### src/hw/rtl/delimited_record_extractor_top_defines.svh
// Assertion helpers shared by the record extractor RTL.
`ifndef DELIMITED_RECORD_EXTRACTOR_TOP_DEFINES_SVH
`define DELIMITED_RECORD_EXTRACTOR_TOP_DEFINES_SVH

// Consequent checked in the same cycle as the antecedent.
`define DRE_ASSERT_SAME(lbl, ante, cons, msg) \
	lbl: assert property (@(posedge clk) disable iff (!arst_n) (ante) |-> (cons)) \
		else $error(msg);

// Consequent checked in the cycle after the antecedent.
`define DRE_ASSERT_NEXT(lbl, ante, cons, msg) \
	lbl: assert property (@(posedge clk) disable iff (!arst_n) (ante) |=> (cons)) \
		else $error(msg);

`endif

### src/hw/rtl/dre_pkg.sv
package dre_pkg;

	localparam int unsigned CNT_W     = 16;
	localparam logic [CNT_W-1:0] COUNT_MAX = 16'hFFFF;

	typedef logic [2:0] status_t;
	localparam status_t ST_CHAR      = 3'd0;
	localparam status_t ST_OK        = 3'd1;
	localparam status_t ST_OVERFLOW  = 3'd2;
	localparam status_t ST_TIMEOUT   = 3'd3;
	localparam status_t ST_NEED_MORE = 3'd4;
	localparam status_t ST_PARTIAL   = 3'd5;

	typedef logic [1:0] cfg_idx_t;
	localparam cfg_idx_t CFG_DELIMITER = 2'd0;
	localparam cfg_idx_t CFG_CAPACITY  = 2'd1;
	localparam cfg_idx_t CFG_SCAN      = 2'd2;

	localparam logic [7:0] CH_SPACE = 8'h20;
	localparam logic [7:0] CH_TILDE = 8'h7E;
	localparam logic [7:0] CH_TAB   = 8'h09;
	localparam logic [7:0] CH_CR    = 8'h0D;

	localparam int unsigned SLOT_OVF  = 0;
	localparam int unsigned SLOT_CHAR = 1;
	localparam int unsigned SLOT_END  = 2;

	// Up to three results of one item: overflow end, kept char, closing end.
	typedef struct packed {
		logic [2:0]       slot_v;
		logic [7:0]       ch;
		logic [CNT_W-1:0] ovf_len;
		status_t          end_status;
		logic [CNT_W-1:0] end_len;
	} bundle_t;

	typedef struct packed {
		logic [CNT_W-1:0] kept;
		logic [CNT_W-1:0] scanned;
	} counts_t;

	typedef struct packed {
		logic [7:0]       delimiter;
		logic [CNT_W-1:0] capacity;
		logic [CNT_W-1:0] scan_limit;
	} cfg_t;

endpackage

### src/hw/rtl/dre_if.sv
interface dre_item_if;
	import dre_pkg::*;

	logic       valid;
	logic       ready;
	logic       func;
	logic [7:0] data_byte;

	modport source (output valid, output func, output data_byte, input ready);
	modport sink (input valid, input func, input data_byte, output ready);
endinterface

interface dre_result_if;
	import dre_pkg::*;

	logic             valid;
	logic             ready;
	logic [7:0]       out_byte;
	status_t          status;
	logic [CNT_W-1:0] record_length;
	logic             last;

	modport source (output valid, output out_byte, output status, output record_length,
		output last, input ready);
	modport sink (input valid, input out_byte, input status, input record_length,
		input last, output ready);
endinterface

### src/hw/rtl/dre_step.sv
module dre_step (
	input  logic              func,
	input  logic [7:0]        data_byte,
	input  dre_pkg::counts_t  cnt,
	input  dre_pkg::cfg_t     cfg,
	output dre_pkg::bundle_t  bundle,
	output dre_pkg::counts_t  cnt_next
);
	import dre_pkg::*;

	logic [CNT_W-1:0] limit;
	logic             is_delim;
	logic             printable;
	logic             ovf;
	logic [CNT_W-1:0] k0;
	logic [CNT_W-1:0] sc0;
	logic [CNT_W-1:0] sc1;
	logic [CNT_W-1:0] k1;
	logic             keep;
	logic             tmo;

	assign limit     = (cfg.scan_limit == '0) ? CNT_W'(1) : cfg.scan_limit;
	assign is_delim  = (data_byte == cfg.delimiter);
	assign printable = ((data_byte >= CH_SPACE) && (data_byte <= CH_TILDE)) ||
		(data_byte == CH_TAB) || (data_byte == CH_CR);

	// A full record closes before the byte is looked at again as a fresh one.
	assign ovf  = (cnt.kept >= cfg.capacity);
	assign k0   = ovf ? '0 : cnt.kept;
	assign sc0  = ovf ? '0 : cnt.scanned;
	assign sc1  = (sc0 == COUNT_MAX) ? sc0 : sc0 + CNT_W'(1);
	assign keep = printable && (k0 < cfg.capacity);
	assign k1   = (keep && (k0 != COUNT_MAX)) ? k0 + CNT_W'(1) : k0;
	assign tmo  = (sc1 >= limit);

	always_comb begin
		bundle          = '0;
		bundle.ch       = data_byte;
		bundle.ovf_len  = cnt.kept;
		bundle.end_len  = cnt.kept;
		cnt_next        = '0;
		priority if (func) begin
			bundle.slot_v[SLOT_END] = 1'b1;
			bundle.end_status = (cnt.kept == '0) ? ST_NEED_MORE : ST_PARTIAL;
		end else if (is_delim) begin
			bundle.slot_v[SLOT_END] = 1'b1;
			bundle.end_status = ST_OK;
		end else begin
			bundle.slot_v[SLOT_OVF]  = ovf;
			bundle.slot_v[SLOT_CHAR] = keep;
			bundle.slot_v[SLOT_END]  = tmo;
			bundle.end_status        = ST_TIMEOUT;
			bundle.end_len           = k1;
			if (!tmo) begin
				cnt_next.kept    = k1;
				cnt_next.scanned = sc1;
			end
		end
	end
endmodule

### src/hw/rtl/delimited_record_extractor_top.sv
// Delimited record extractor. Each item is a data byte or an end-of-input mark;
// each yields zero to three results (overflow end, kept char, closing end). An
// item is held in the input register and its results then leave the result
// register one per cycle while the receiver is ready; items that give at most
// one result thus stream at one per cycle. An item with several results holds
// the result register until all have left. Registers may be written only
// while no item is in flight and take effect from the next item.
module delimited_record_extractor_top (
	input  logic                     clk,
	input  logic                     arst_n,
	input  logic                     cfg_we,
	input  dre_pkg::cfg_idx_t        cfg_index,
	input  logic [dre_pkg::CNT_W-1:0] cfg_wdata,
	dre_item_if.sink                 item,
	dre_result_if.source             result
);
	import dre_pkg::*;

	`include "delimited_record_extractor_top_defines.svh"

	cfg_t       cfg_q;
	counts_t    cnt_q;

	logic       valid_s1;
	logic       func_s1;
	logic [7:0] byte_s1;

	logic [2:0]       slot_v_s2;
	logic [7:0]       ch_s2;
	logic [CNT_W-1:0] ovf_len_s2;
	status_t          end_status_s2;
	logic [CNT_W-1:0] end_len_s2;

	bundle_t    step_bundle;
	counts_t    step_cnt;
	logic       fire_out;
	logic [2:0] lowest;
	logic [2:0] remain;
	logic       adv_s1;

	always_ff @(posedge clk or negedge arst_n) begin
		if (!arst_n) begin
			cfg_q.delimiter  <= 8'd10;
			cfg_q.capacity   <= CNT_W'(16);
			cfg_q.scan_limit <= CNT_W'(100);
		end else if (cfg_we) begin
			unique case (cfg_index)
				CFG_DELIMITER: cfg_q.delimiter  <= cfg_wdata[7:0];
				CFG_CAPACITY:  cfg_q.capacity   <= cfg_wdata;
				CFG_SCAN:      cfg_q.scan_limit <= cfg_wdata;
				default: ;
			endcase
		end
	end

	dre_step u_step (
		.func      (func_s1),
		.data_byte (byte_s1),
		.cnt       (cnt_q),
		.cfg       (cfg_q),
		.bundle    (step_bundle),
		.cnt_next  (step_cnt)
	);

	assign fire_out = result.valid && result.ready;
	assign lowest   = slot_v_s2 & ~(slot_v_s2 - 3'd1);
	assign remain   = fire_out ? (slot_v_s2 & ~lowest) : slot_v_s2;
	assign adv_s1   = valid_s1 && (remain == '0);
	assign item.ready = !valid_s1 || adv_s1;

	always_ff @(posedge clk or negedge arst_n) begin
		if (!arst_n) begin
			valid_s1 <= 1'b0;
		end else if (item.ready) begin
			valid_s1 <= item.valid;
		end
	end

	always_ff @(posedge clk) begin
		if (item.valid && item.ready) begin
			func_s1 <= item.func;
			byte_s1 <= item.data_byte;
		end
	end

	always_ff @(posedge clk or negedge arst_n) begin
		if (!arst_n) begin
			cnt_q     <= '0;
			slot_v_s2 <= '0;
		end else if (adv_s1) begin
			cnt_q     <= step_cnt;
			slot_v_s2 <= step_bundle.slot_v;
		end else begin
			slot_v_s2 <= remain;
		end
	end

	always_ff @(posedge clk) begin
		if (adv_s1) begin
			ch_s2         <= step_bundle.ch;
			ovf_len_s2    <= step_bundle.ovf_len;
			end_status_s2 <= step_bundle.end_status;
			end_len_s2    <= step_bundle.end_len;
		end
	end

	assign result.valid = |slot_v_s2;

	always_comb begin
		result.out_byte      = '0;
		result.status        = end_status_s2;
		result.record_length = end_len_s2;
		result.last          = 1'b1;
		priority if (slot_v_s2[SLOT_OVF]) begin
			result.status        = ST_OVERFLOW;
			result.record_length = ovf_len_s2;
		end else if (slot_v_s2[SLOT_CHAR]) begin
			result.out_byte      = ch_s2;
			result.status        = ST_CHAR;
			result.record_length = '0;
			result.last          = 1'b0;
		end
	end

	`DRE_ASSERT_NEXT(a_s1_holds, valid_s1 && !adv_s1, valid_s1 && $stable(byte_s1) && $stable(func_s1), "stalled input stage lost its item")
	`DRE_ASSERT_NEXT(a_accept_loads, item.valid && item.ready, valid_s1, "accepted transaction missing from input stage")
	`DRE_ASSERT_NEXT(a_last_drains, fire_out && result.last && (slot_v_s2 == lowest) && !adv_s1, slot_v_s2 == '0, "results left after record end")
	`DRE_ASSERT_NEXT(a_end_clears, adv_s1 && step_bundle.slot_v[SLOT_END], cnt_q == '0, "counters not cleared at record end")
endmodule
### src/flat_wrapper.sv
// flat-port wrapper written by rule: the top's interface ports become plain ports
module delimited_record_extractor_top_flat import dre_pkg::*;
  (clk, arst_n, cfg_we, cfg_index, cfg_wdata, item_valid, item_func, item_data_byte, item_ready, result_valid, result_out_byte, result_status, result_record_length, result_last, result_ready);
  dre_item_if item_i ();
  dre_result_if result_i ();
  input  logic clk;
  input  logic arst_n;
  input  logic cfg_we;
  input  dre_pkg::cfg_idx_t cfg_index;
  input  logic [dre_pkg::CNT_W-1:0] cfg_wdata;
  input wire logic [$bits(item_i.valid)-1:0] item_valid;
  input wire logic [$bits(item_i.func)-1:0] item_func;
  input wire logic [$bits(item_i.data_byte)-1:0] item_data_byte;
  output wire logic [$bits(item_i.ready)-1:0] item_ready;
  output wire logic [$bits(result_i.valid)-1:0] result_valid;
  output wire logic [$bits(result_i.out_byte)-1:0] result_out_byte;
  output wire logic [$bits(result_i.status)-1:0] result_status;
  output wire logic [$bits(result_i.record_length)-1:0] result_record_length;
  output wire logic [$bits(result_i.last)-1:0] result_last;
  input wire logic [$bits(result_i.ready)-1:0] result_ready;
  assign item_i.valid = item_valid;
  assign item_i.func = item_func;
  assign item_i.data_byte = item_data_byte;
  assign item_ready = item_i.ready;
  assign result_valid = result_i.valid;
  assign result_out_byte = result_i.out_byte;
  assign result_status = result_i.status;
  assign result_record_length = result_i.record_length;
  assign result_last = result_i.last;
  assign result_i.ready = result_ready;
  delimited_record_extractor_top u_core (.clk(clk), .arst_n(arst_n), .cfg_we(cfg_we), .cfg_index(cfg_index), .cfg_wdata(cfg_wdata), .item(item_i), .result(result_i));
endmodule
### config.mk
export PLATFORM = sky130hd
export DESIGN_NAME = delimited_record_extractor_top_flat
export DESIGN_NICKNAME = d
export VERILOG_FILES = /design/src/hw/rtl/dre_pkg.sv /design/src/hw/rtl/dre_if.sv /design/src/hw/rtl/dre_step.sv /design/src/hw/rtl/delimited_record_extractor_top.sv /design/src/flat_wrapper.sv
export VERILOG_INCLUDE_DIRS = /design/src /design/src/hw/rtl
export SDC_FILE = /design/constraint.sdc
export NUM_CORES = 1
export LEC_CHECK = 0
export BUFFER_PORTS_ARGS = -buffer_cell sky130_fd_sc_hd__buf_4
export CAP_MARGIN = 40
export CORE_ASPECT_RATIO = 0.75
export CORE_MARGIN = 1
export CORE_UTILIZATION = 51
export CTS_BUF_LIST = sky130_fd_sc_hd__clkbuf_4 sky130_fd_sc_hd__clkbuf_8
export DETAILED_ROUTE_END_ITERATION = 8
export GPL_TIMING_DRIVEN = 0
export PLACE_DENSITY = 0.72
export SLEW_MARGIN = 20
export SYNTH_ARGS = -nofsm -noshare
export SYNTH_HDL_FRONTEND = slang
export SYNTH_HIERARCHICAL = 1
export SYNTH_SLANG_ARGS = --single-unit
### constraint.sdc
create_clock -name clk -period 5 [get_ports clk]
set_input_delay 1.25 -clock clk [delete_from_list [all_inputs] [get_ports clk]]
set_output_delay 1.25 -clock clk [all_outputs]
set_load 0.1 [all_outputs]
==> results of run 1 <==
logic make-up after synthesis:
group                    after synthesis  share of synthesized area (%)
AND/OR/NAND/NOR                      240                           16.1
flip-flops                           128                           43.9
AO/OA/AOI/OAI                        110                           10.2
buffers and inverters                100                           6.59
multiplexers                          76                           12.1
adder cells (fa/ha/maj)               50                           7.87
XOR/XNOR                              30                           3.32
how the worst max path moves through the flow:
stage / startpoint / end / slack (ps)
after CTS: u_core/cnt_q[16] / u_core/cnt_q[26] / 0.8
after detailed placement: u_core/cnt_q[16] / u_core/slot_v_s2[2] / -950
after global routing: u_core/cfg_q[16] / u_core/cnt_q[22] / -160
after global placement: u_core/cnt_q[27] / u_core/slot_v_s2[2] / -910
final: u_core/cfg_q[16] / u_core/cnt_q[22] / -10
after floorplan: u_core/cnt_q[16] / u_core/cnt_q[23] / 70
flip-flops by register name (all words and copies together) (netlist names):
name / count
u_core/ch_s2: 8
u_core/byte_s1: 8
u_core/func_s1: 1
u_core/valid_s1: 1
u_core/end_status_s2: 3
u_core/ovf_len_s2: 16
u_core/cnt_q: 32
u_core/slot_v_s2: 3
u_core/cfg_q: 40
u_core/end_len_s2: 16
routing by layer:
| layer | track usage [%] | up-vias | wire length (µm) | part of all wire [%] |
|---|---|---|---|---|
| met5 | 0 | - | 0 | 0 |
| met4 | 9.02 | 0 | 394 | 1.9 |
| met3 | 6.22 | 35 | 1440 | 7.1 |
| met2 | 41.1 | 264 | 9250 | 46 |
| met1 | 34.1 | 3057 | 9150 | 45 |
| li1 | - | 2893 | - | - |
power by group through the flow:
stage	Combinational (mW)	Sequential (mW)	Clock [mW]
2_1_floorplan	0.844	1.37	0
3_5_place_dp	1.09	1.40	0
5_1_grt	1.29	1.40	0.922
4_1_cts	1.14	1.38	0.876
3_3_place_gp	1.05	1.39	0
6_report	1.21	1.38	0.852
what timing repair did:
item	in CTS	in global routing
pin swaps	14	39
buffers inserted	17	24
endpoints found under the setup margin	50	49
resized for setup	39	57
cloned	0	1
Yosys cell counts (14+ instances only):
| cell | number |
|---|---|
| xor2_1 | 19 |
| nand3_1 | 22 |
| a21oi_1 | 20 |
| a22o_1 | 16 |
| nor3_1 | 14 |
| inv_1 | 46 |
| and3_1 | 25 |
| ha_1 | 49 |
| and2_1 | 14 |
| buf_4 | 28 |
| edfxtp_1 | 52 |
| nor2_1 | 53 |
| nand2_1 | 44 |
| dfrtp_1 | 70 |
| mux2_4 | 28 |
| o21ai_0 | 18 |
| mux2_2 | 45 |
| nand4_1 | 20 |
layout make-up:
cell class	count	share of cell area (%)
well taps	205	2.62
clock inverters	15	1.48
repair buffers	105	8.65
clock buffers	17	2.39
multi-input cells	506	43.5
plain buffers	52	3.97
inverters	47	1.80
flip-flops and latches	128	35.6
worst max-delay path, stage by stage (launching register included):
cell and delay [ps]:
dfrtp_2 440, ha_1 290, nand2b_1 140, a2111o_1 420, a32oi_2 220, clkbuf_8 180, and3_4 190, ha_4 160
nand3_4 80, nor4_4 240, nor2_4 100, nand4_1 140, xor2_2 250, nor2_1 90, ha_1 320, a21o_1 170
a21o_1 180, a21oi_2 160, o211ai_1 150, a21o_2 270, or2_4 330, buf_4 160, nor2_1 100, mux2_4 150
per-stage QoR:
step                worst slack (ps)  TNS, ps
finish                         -11.2    -11.2
CTS                            0.786        0
global route                    -158    -2300
floorplan                       67.1        0
global placement                -909   -27230
detailed placement              -955   -29860
==> flow_summary.json, run 1 <==
{
  "status": "finished with violations",
  "violations": "setup timing",
  "holdWs_ps": 510,
  "cts_inserted_buffers": 17,
  "hpwl_mm": 14.4,
  "postCtsHoldBufs": 0,
  "routed_wl_mm": 20.2,
  "core_um2": 15200,
  "fin_nets": 938,
  "internal-power_mw": 2.15,
  "hold_path_end": "u_core/cfg_q[29]",
  "antenna_found_initial": 0,
  "hold_violations": 0,
  "slew_headroom_pct": 57.3,
  "synth-edff-count": 52,
  "synth.top_cell.area_share_pct": 22.1,
  "mostFrequentLayoutCell": "buf_4",
  "finClkSkew_ps": 12.5,
  "ys_top_cells_by_area": "dfrtp_1 22%, edfxtp_1 20%, ha_1 7.7%",
  "area.growth.synth_to_final_pct": 23.6,
  "synth_top_area_cell": "dfrtp_1",
  "power_mw": 3.44,
  "p_per_area_nw_per_um2": 351,
  "pwr-share-comb_pct": 35.1,
  "row_count": 39,
  "clk_pin_slew_ps": 80,
  "viasPerCell": 5.81,
  "mostFrequentLayoutCells": "129 x buf_4, 60 x dfrtp_1, 52 x edfxtp_1",
  "routedWlPerCell_um": 18.8,
  "p_seq_share_pct": 40.1,
  "pwr-share-clk_pct": 24.8,
  "r2r-end": "u_core/cnt_q[22]",
  "antenna_left": 0,
  "synth_seq_area_share_pct": 43.9,
  "peakVddDrop_uv": 229,
  "worst_pin_slew_ps": 638,
  "grt_max_degree": 40,
  "stdcell_area_um2": 9780,
  "dp.cells": 1002,
  "cp-end-kind": "register",
  "vias": 6249,
  "drt_iter0_markers": 473,
  "hold_start": "u_core/cfg_q[29]",
  "fmax_mhz": 200,
  "p_sw_mw": 1.29,
  "nFillCells": 1133,
  "io_buffers": 61,
  "h-tree-depth": 4,
  "final.period_utilization_pct": 100,
  "firstDrtPassIters": 5,
  "holdPathStages": 1,
  "rsz0062_at_grt": "yes",
  "stdcell_count": 1075,
  "r2r-start": "u_core/cfg_q[16]",
  "required_ps": 5380,
  "critical_path.startpoint_type": "register",
  "ys.flop_type": "dfrtp_1",
  "design.portCount": 62,
  "drc": 0,
  "min_period_ps": 5010,
  "rrSetupSlack_ps": -10,
  "setup_viol": 1,
  "clock-sinks": 128,
  "root_buffer": "clkbuf_8",
  "seqCellArea_um2": 3480,
  "ys_warn_count": 6,
  "cp.arrival_ps": 5400,
  "clk_latency_ps": 450,
  "layout-drive-gt1-share_pct": 38.3,
  "multi_input_area_um2": 4250,
  "p_sw_share_pct": 37.4,
  "setup_ws_ps": -11.2,
  "die_area_um2": 16000,
  "clockBufferDepth": 2,
  "yosysUniqueCellTypes": 66,
  "die-width_um": 146,
  "syn_area_per_cell_um2": 10.8,
  "grt_pass1_wl_mm": 31.2,
  "ys_ff_latch": 128,
  "finish.utilization_pct": 64.4,
  "postSynthCellCount": 734,
  "critPathKind": "register to register",
  "report.final.slew_viol_count": 0,
  "maxCapViolations": 0,
  "place.gp.congestion": 0.910,
  "ff2ff_path_depth": 23,
  "start_util_pct": 52.2,
  "grt_usage_pct": 25.6,
  "syn_nets": 815,
  "antenna_cells": 0,
  "netlist_area_um2": 7920,
  "min_path_type": "register to register",
  "cp_max_fo": 8,
  "place_area_um2": 8700,
  "grt_pass1_vias": 5939,
  "overflow": 0,
  "cts_tree": "yes",
  "die_height_um": 110,
  "leakage_nw": 4.54,
  "async_flop_share_pct": 59.4
}
Note: power is estimated with default switching activity, not from simulation.
==> inputs of run 2 (changes only) <==
- CORE_UTILIZATION: 51 -> 45
- PLACE_DENSITY: 0.72 -> 0.65
- SKIP_CTS_REPAIR_TIMING: not set -> 1
==> flow_summary.json, run 2 (same netlist as run 1, synthesis figures left out) <==
{
  "clockBufferDepth": 2,
  "wl_met1_mm": 9.50,
  "rsz0062_at_grt": "yes",
  "start_util_pct": 46.5,
  "path_common_cell": "ha_4",
  "fmax_mhz": 198,
  "stdcell_count": 1085,
  "h-tree-depth": 4,
  "clk_pin_slew_ps": 80,
  "path_cells": "inv_2, ha_4, nand2b_4, a2111o_1, a32oi_4, buf_6, and3_4, ha_4, nand3_4, nor4_4, nor2_4, and4_1, nand3_2, xor2_2, nor2_2, ha_4, nand4_1, nor4_2, a21o_2, or2_4, clkbuf_16, nor2_1, mux2_4",
  "finish.utilization_pct": 56.6,
  "maxCapViolations": 0,
  "worst_pin_slew_ps": 695,
  "setup_viol": 12,
  "drt_iter0_markers": 553,
  "die_height_um": 117,
  "met2_length_mm": 8.57,
  "p_per_area_nw_per_um2": 364,
  "largest_reg_flops": 40,
  "cts_inserted_buffers": 17,
  "slew_headroom_pct": 53.5,
  "ff2ff_path_depth": 23,
  "fin_nets": 917,
  "reg_top3": "u_core/cfg_q (40), u_core/cnt_q (32)",
  "clock-sinks": 128,
  "setup_tns_ps": -446,
  "holdPathStages": 1,
  "peakVddDrop_uv": 236,
  "wl_met3_mm": 1.24,
  "mostFrequentLayoutCell": "buf_4",
  "status": "finished with violations",
  "dp.cells": 1033,
  "worst-path-buf-inv": 3,
  "vias": 6106,
  "core_um2": 17000,
  "hpwl_mm": 14.6,
  "power_mw": 3.51,
  "min_period_ps": 5060,
  "largest-register": "u_core/cfg_q",
  "grt_usage_pct": 22.1,
  "antenna_left": 0,
  "grt_pass1_wl_mm": 30.6,
  "report.final.slew_viol_count": 0,
  "area.growth.synth_to_final_pct": 21.9,
  "overflow": 0,
  "cp_slowest_stage_delay_ps": 480,
  "hold_start": "u_core/cnt_q[2]",
  "rrSetupSlack_ps": -60,
  "r2r-end": "u_core/cnt_q[13]",
  "io_buffers": 61,
  "violations": "setup timing",
  "place.gp.congestion": 0.907,
  "hold_path_end": "u_core/cnt_q[2]",
  "holdWs_ps": 511,
  "antenna_found_initial": 0,
  "design.portCount": 62,
  "die_area_um2": 18100,
  "grt_max_degree": 52,
  "finClkSkew_ps": 13.0,
  "mostFrequentLayoutCells": "108 x buf_4, 62 x dfrtp_1, 52 x edfxtp_1",
  "top_layer_used": "met4",
  "min_path_type": "register to register",
  "cp_max_fo": 8,
  "critPathKind": "register to register",
  "drc": 0,
  "critical_path.startpoint_type": "register",
  "antenna_cells": 0,
  "required_ps": 5330,
  "nFillCells": 1485,
  "cp.arrival_ps": 5390,
  "die-width_um": 155,
  "slowest_stage": "dfrtp_2",
  "r2r-start": "u_core/cnt_q[16]",
  "setup_ws_ps": -55.9,
  "layout-drive-gt1-share_pct": 35.9,
  "routedWlPerCell_um": 18.2,
  "leakage_nw": 4.44,
  "clk_latency_ps": 440,
  "grt_pass1_vias": 5753,
  "viasPerCell": 5.63,
  "final.period_utilization_pct": 101,
  "row_count": 41,
  "cts_tree": "yes",
  "firstDrtPassIters": 7,
  "routed_wl_mm": 19.7,
  "cp_top_family": "simple AND/OR/NAND/NOR gates",
  "cp-end-kind": "register",
  "root_buffer": "clkbuf_8",
  "hold_violations": 0
}
[run 2: final cells by class]
| cell class | count | area (µm²) | area share (%) |
|---|---|---|---|
| flip-flops and latches | 128 | 3480 | 36.1 |
| clock inverters | 15 | 184 | 1.91 |
| well taps | 236 | 295 | 3.06 |
| clock buffers | 17 | 234 | 2.43 |
| plain buffers | 52 | 382 | 3.96 |
| multi-input cells | 507 | 4210 | 43.6 |
| repair buffers | 83 | 684 | 7.10 |
| inverters | 47 | 176 | 1.83 |
[run 2: per-layer routing]
layer,track usage (%),up-vias
met4,7.19,0
met2,32.9,203
met3,4.34,35
met5,0,-
li1,-,2851
met1,32.4,3017
[run 2: worst max-delay path by stage]
stage / from / endpoint / slack (ps) / cells after the start
after detailed placement: u_core/cnt_q[16] / u_core/slot_v_s2[2] / -1050 / 24
after floorplan: u_core/cnt_q[16] / u_core/cnt_q[23] / 70 / 24
final: u_core/cnt_q[16] / u_core/cnt_q[13] / -60 / 23
after global routing: u_core/cnt_q[16] / u_core/slot_v_s2[2] / -260 / 24
after global placement: u_core/cnt_q[16] / u_core/slot_v_s2[2] / -960 / 24
after CTS: u_core/cnt_q[16] / u_core/slot_v_s2[2] / -1080 / 24
[run 2: power by group]
| group | internal (mW) | leakage (nW) | switching [mW] | total (mW) |
|---|---|---|---|---|
| combinational | 0.427 | 2.77 | 0.753 | 1.18 |
| clock | 0.499 | 0.203 | 0.444 | 0.943 |
| sequential | 1.28 | 1.46 | 0.108 | 1.39 |
| total | 2.20 | 4.44 | 1.31 | 3.51 |
[run 2: stage by stage]
stage | area (µm²) | worst slack, ps
floorplan | 7940 | 67.1
global placement | 8690 | -956
detailed placement | 8750 | -1050
CTS | 9160 | -1080
global route | 9650 | -260
finish | 9650 | -55.9
==> inputs of run 3 (changes only) <==
- GPL_ROUTABILITY_DRIVEN: not set -> 0
- PLACE_DENSITY: 0.65 -> 0.66
==> flow_summary.json, run 3 (same netlist as run 1, synthesis figures left out) <==
{
  "status": "finished with violations",
  "violations": "setup timing",
  "critPathKind": "register to register",
  "drt_iter0_markers": 391,
  "area.growth.synth_to_final_pct": 23.8,
  "final.period_utilization_pct": 104,
  "min_path_type": "register to register",
  "cts_inserted_buffers": 17,
  "min_period_ps": 5180,
  "path_cells": "inv_2, ha_4, nand2b_4, a2111o_1, a32oi_4, buf_6, and3_4, ha_4, nand3_4, nor4_4, nor2_4, nand4_1, xor2_2, nor2_1, ha_1, a21o_1, a21o_1, a21oi_2, o211ai_1, a21o_2, or2_4, buf_4, nor3_2, mux2_4",
  "setup_ws_ps": -176,
  "reg_top3": "u_core/cfg_q (40), u_core/cnt_q (32)",
  "hpwl_mm": 14.8,
  "setup_viol": 14,
  "cts_tree": "yes",
  "worst-path-buf-inv": 3,
  "vias": 6232,
  "finish.utilization_pct": 57.5,
  "report.final.slew_viol_count": 0,
  "worst_pin_slew_ps": 726,
  "overflow": 0,
  "routed_wl_mm": 20.1,
  "grt_pass1_wl_mm": 30.7,
  "required_ps": 5390,
  "largest_reg_flops": 40,
  "nFillCells": 1466,
  "slowest_stage": "dfrtp_2",
  "die_height_um": 117,
  "die-width_um": 155,
  "critical_path_depth": 24,
  "root_buffer": "clkbuf_8",
  "cp-end-kind": "register",
  "drc": 0,
  "h-tree-depth": 4,
  "holdPathStages": 1,
  "fin_nets": 921,
  "antenna_cells": 0,
  "clk_pin_slew_ps": 80,
  "power_mw": 3.56,
  "p_per_area_nw_per_um2": 363,
  "rsz0062_at_grt": "yes",
  "peakVddDrop_uv": 233,
  "largest-register": "u_core/cfg_q",
  "grt_usage_pct": 22.1,
  "cp_slowest_stage_delay_ps": 470,
  "cp_max_fo": 8,
  "firstDrtPassIters": 8,
  "mostFrequentLayoutCells": "114 x buf_4, 61 x dfrtp_1, 52 x edfxtp_1",
  "io_buffers": 61,
  "leakage_nw": 4.49,
  "grt_pass1_vias": 5740,
  "clockBufferDepth": 2,
  "stdcell_area_um2": 9800,
  "place_area_um2": 8750,
  "ff2ff_path_depth": 24,
  "slew_headroom_pct": 51.4,
  "dp_worst_setup_slack_ps": -1010,
  "mostFrequentLayoutCell": "buf_4",
  "die_area_um2": 18100,
  "hold_violations": 0,
  "viasPerCell": 5.72,
  "antenna_left": 0,
  "row_count": 41,
  "antenna_found_initial": 0,
  "cp_top_family": "compound AO/OA/AOI/OAI gates",
  "critical_path.startpoint_type": "register",
  "cp.arrival_ps": 5560,
  "fmax_mhz": 193,
  "clk_latency_ps": 450,
  "routedWlPerCell_um": 18.4,
  "start_util_pct": 46.5,
  "grt_max_degree": 54,
  "layout-drive-gt1-share_pct": 37.5,
  "maxCapViolations": 0,
  "finClkSkew_ps": 11.1,
  "setup_tns_ps": -1720,
  "design.portCount": 62,
  "clock-sinks": 128,
  "core_um2": 17000
}
## run 3: cell types whose count changed in the layout (fill, tap and decap cells not counted), moves of 3 or more
cell	previous run	this run
nor2_4	2	9
clkinv_4	3	0
nor2_2	8	5
clkbuf_4	1	5
nor2_1	44	40
inv_6	4	0
buf_4	108	114
## run 3: final cells by class
class | count | area [µm²] | area share, %
sequential | 128 | 3480 | 35.5
clock buffer | 21 | 270 | 2.76
tap | 236 | 295 | 3.01
clock inverter | 11 | 160 | 1.63
multi-input combinational | 506 | 4300 | 43.9
inverter | 47 | 176 | 1.80
buffer | 52 | 392 | 4.00
timing repair buffer | 88 | 726 | 7.41
## run 3: metal layers
metal / up-vias / global-route usage [%] / wire length, µm
met1: 3099 / 32.0 / 9460
met2: 235 / 33.7 / 8850
met3: 35 / 4.53 / 1310
li1: 2863 / - / -
met4: 0 / 6.01 / 462
met5: - / 0 / 0
## run 3: metrics by stage
| stage | instances | hold slack (ps) |
|---|---|---|
| 6_report | 1089 | 512 |
| 5_1_grt | 1089 | 535 |
| 4_1_cts | 1065 | 516 |
| 3_5_place_dp | 1033 | 499 |
| 3_3_place_gp | 1031 | 492 |
| 2_1_floorplan | 734 | 476 |
## run 3: final timing paths
| path | startpoint | to | slack [ps] |
|---|---|---|---|
| min reg2reg | u_core/cfg_q[27] | u_core/cfg_q[27] | 510 |
| max in group asynchronous | arst_n | u_core/cfg_q[20] | 3660 |
| min | u_core/cfg_q[27] | u_core/cfg_q[27] | 510 |
| min in group asynchronous | arst_n | u_core/cnt_q[10] | 720 |
| max | u_core/cnt_q[16] | u_core/cnt_q[30] | -180 |
| max reg2reg | u_core/cnt_q[16] | u_core/cnt_q[30] | -180 |
## run 3: worst reg2reg max path: cells and delay by family (launching register included)
family / cells / cell delay, ps
AO/OA/AOI/OAI: 7 / 1600
XOR/XNOR: 1 / 230
adder cells (fa/ha/maj): 3 / 630
buffers and inverters: 3 / 430
flip-flops: 1 / 470
multiplexers: 1 / 160
AND/OR/NAND/NOR: 9 / 1600
## run 3: power breakdown
| part | internal [mW] | total (mW) | switching [mW] |
|---|---|---|---|
| registers | 1.28 | 1.39 | 0.109 |
| clock network | 0.569 | 0.965 | 0.396 |
| logic | 0.442 | 1.21 | 0.765 |
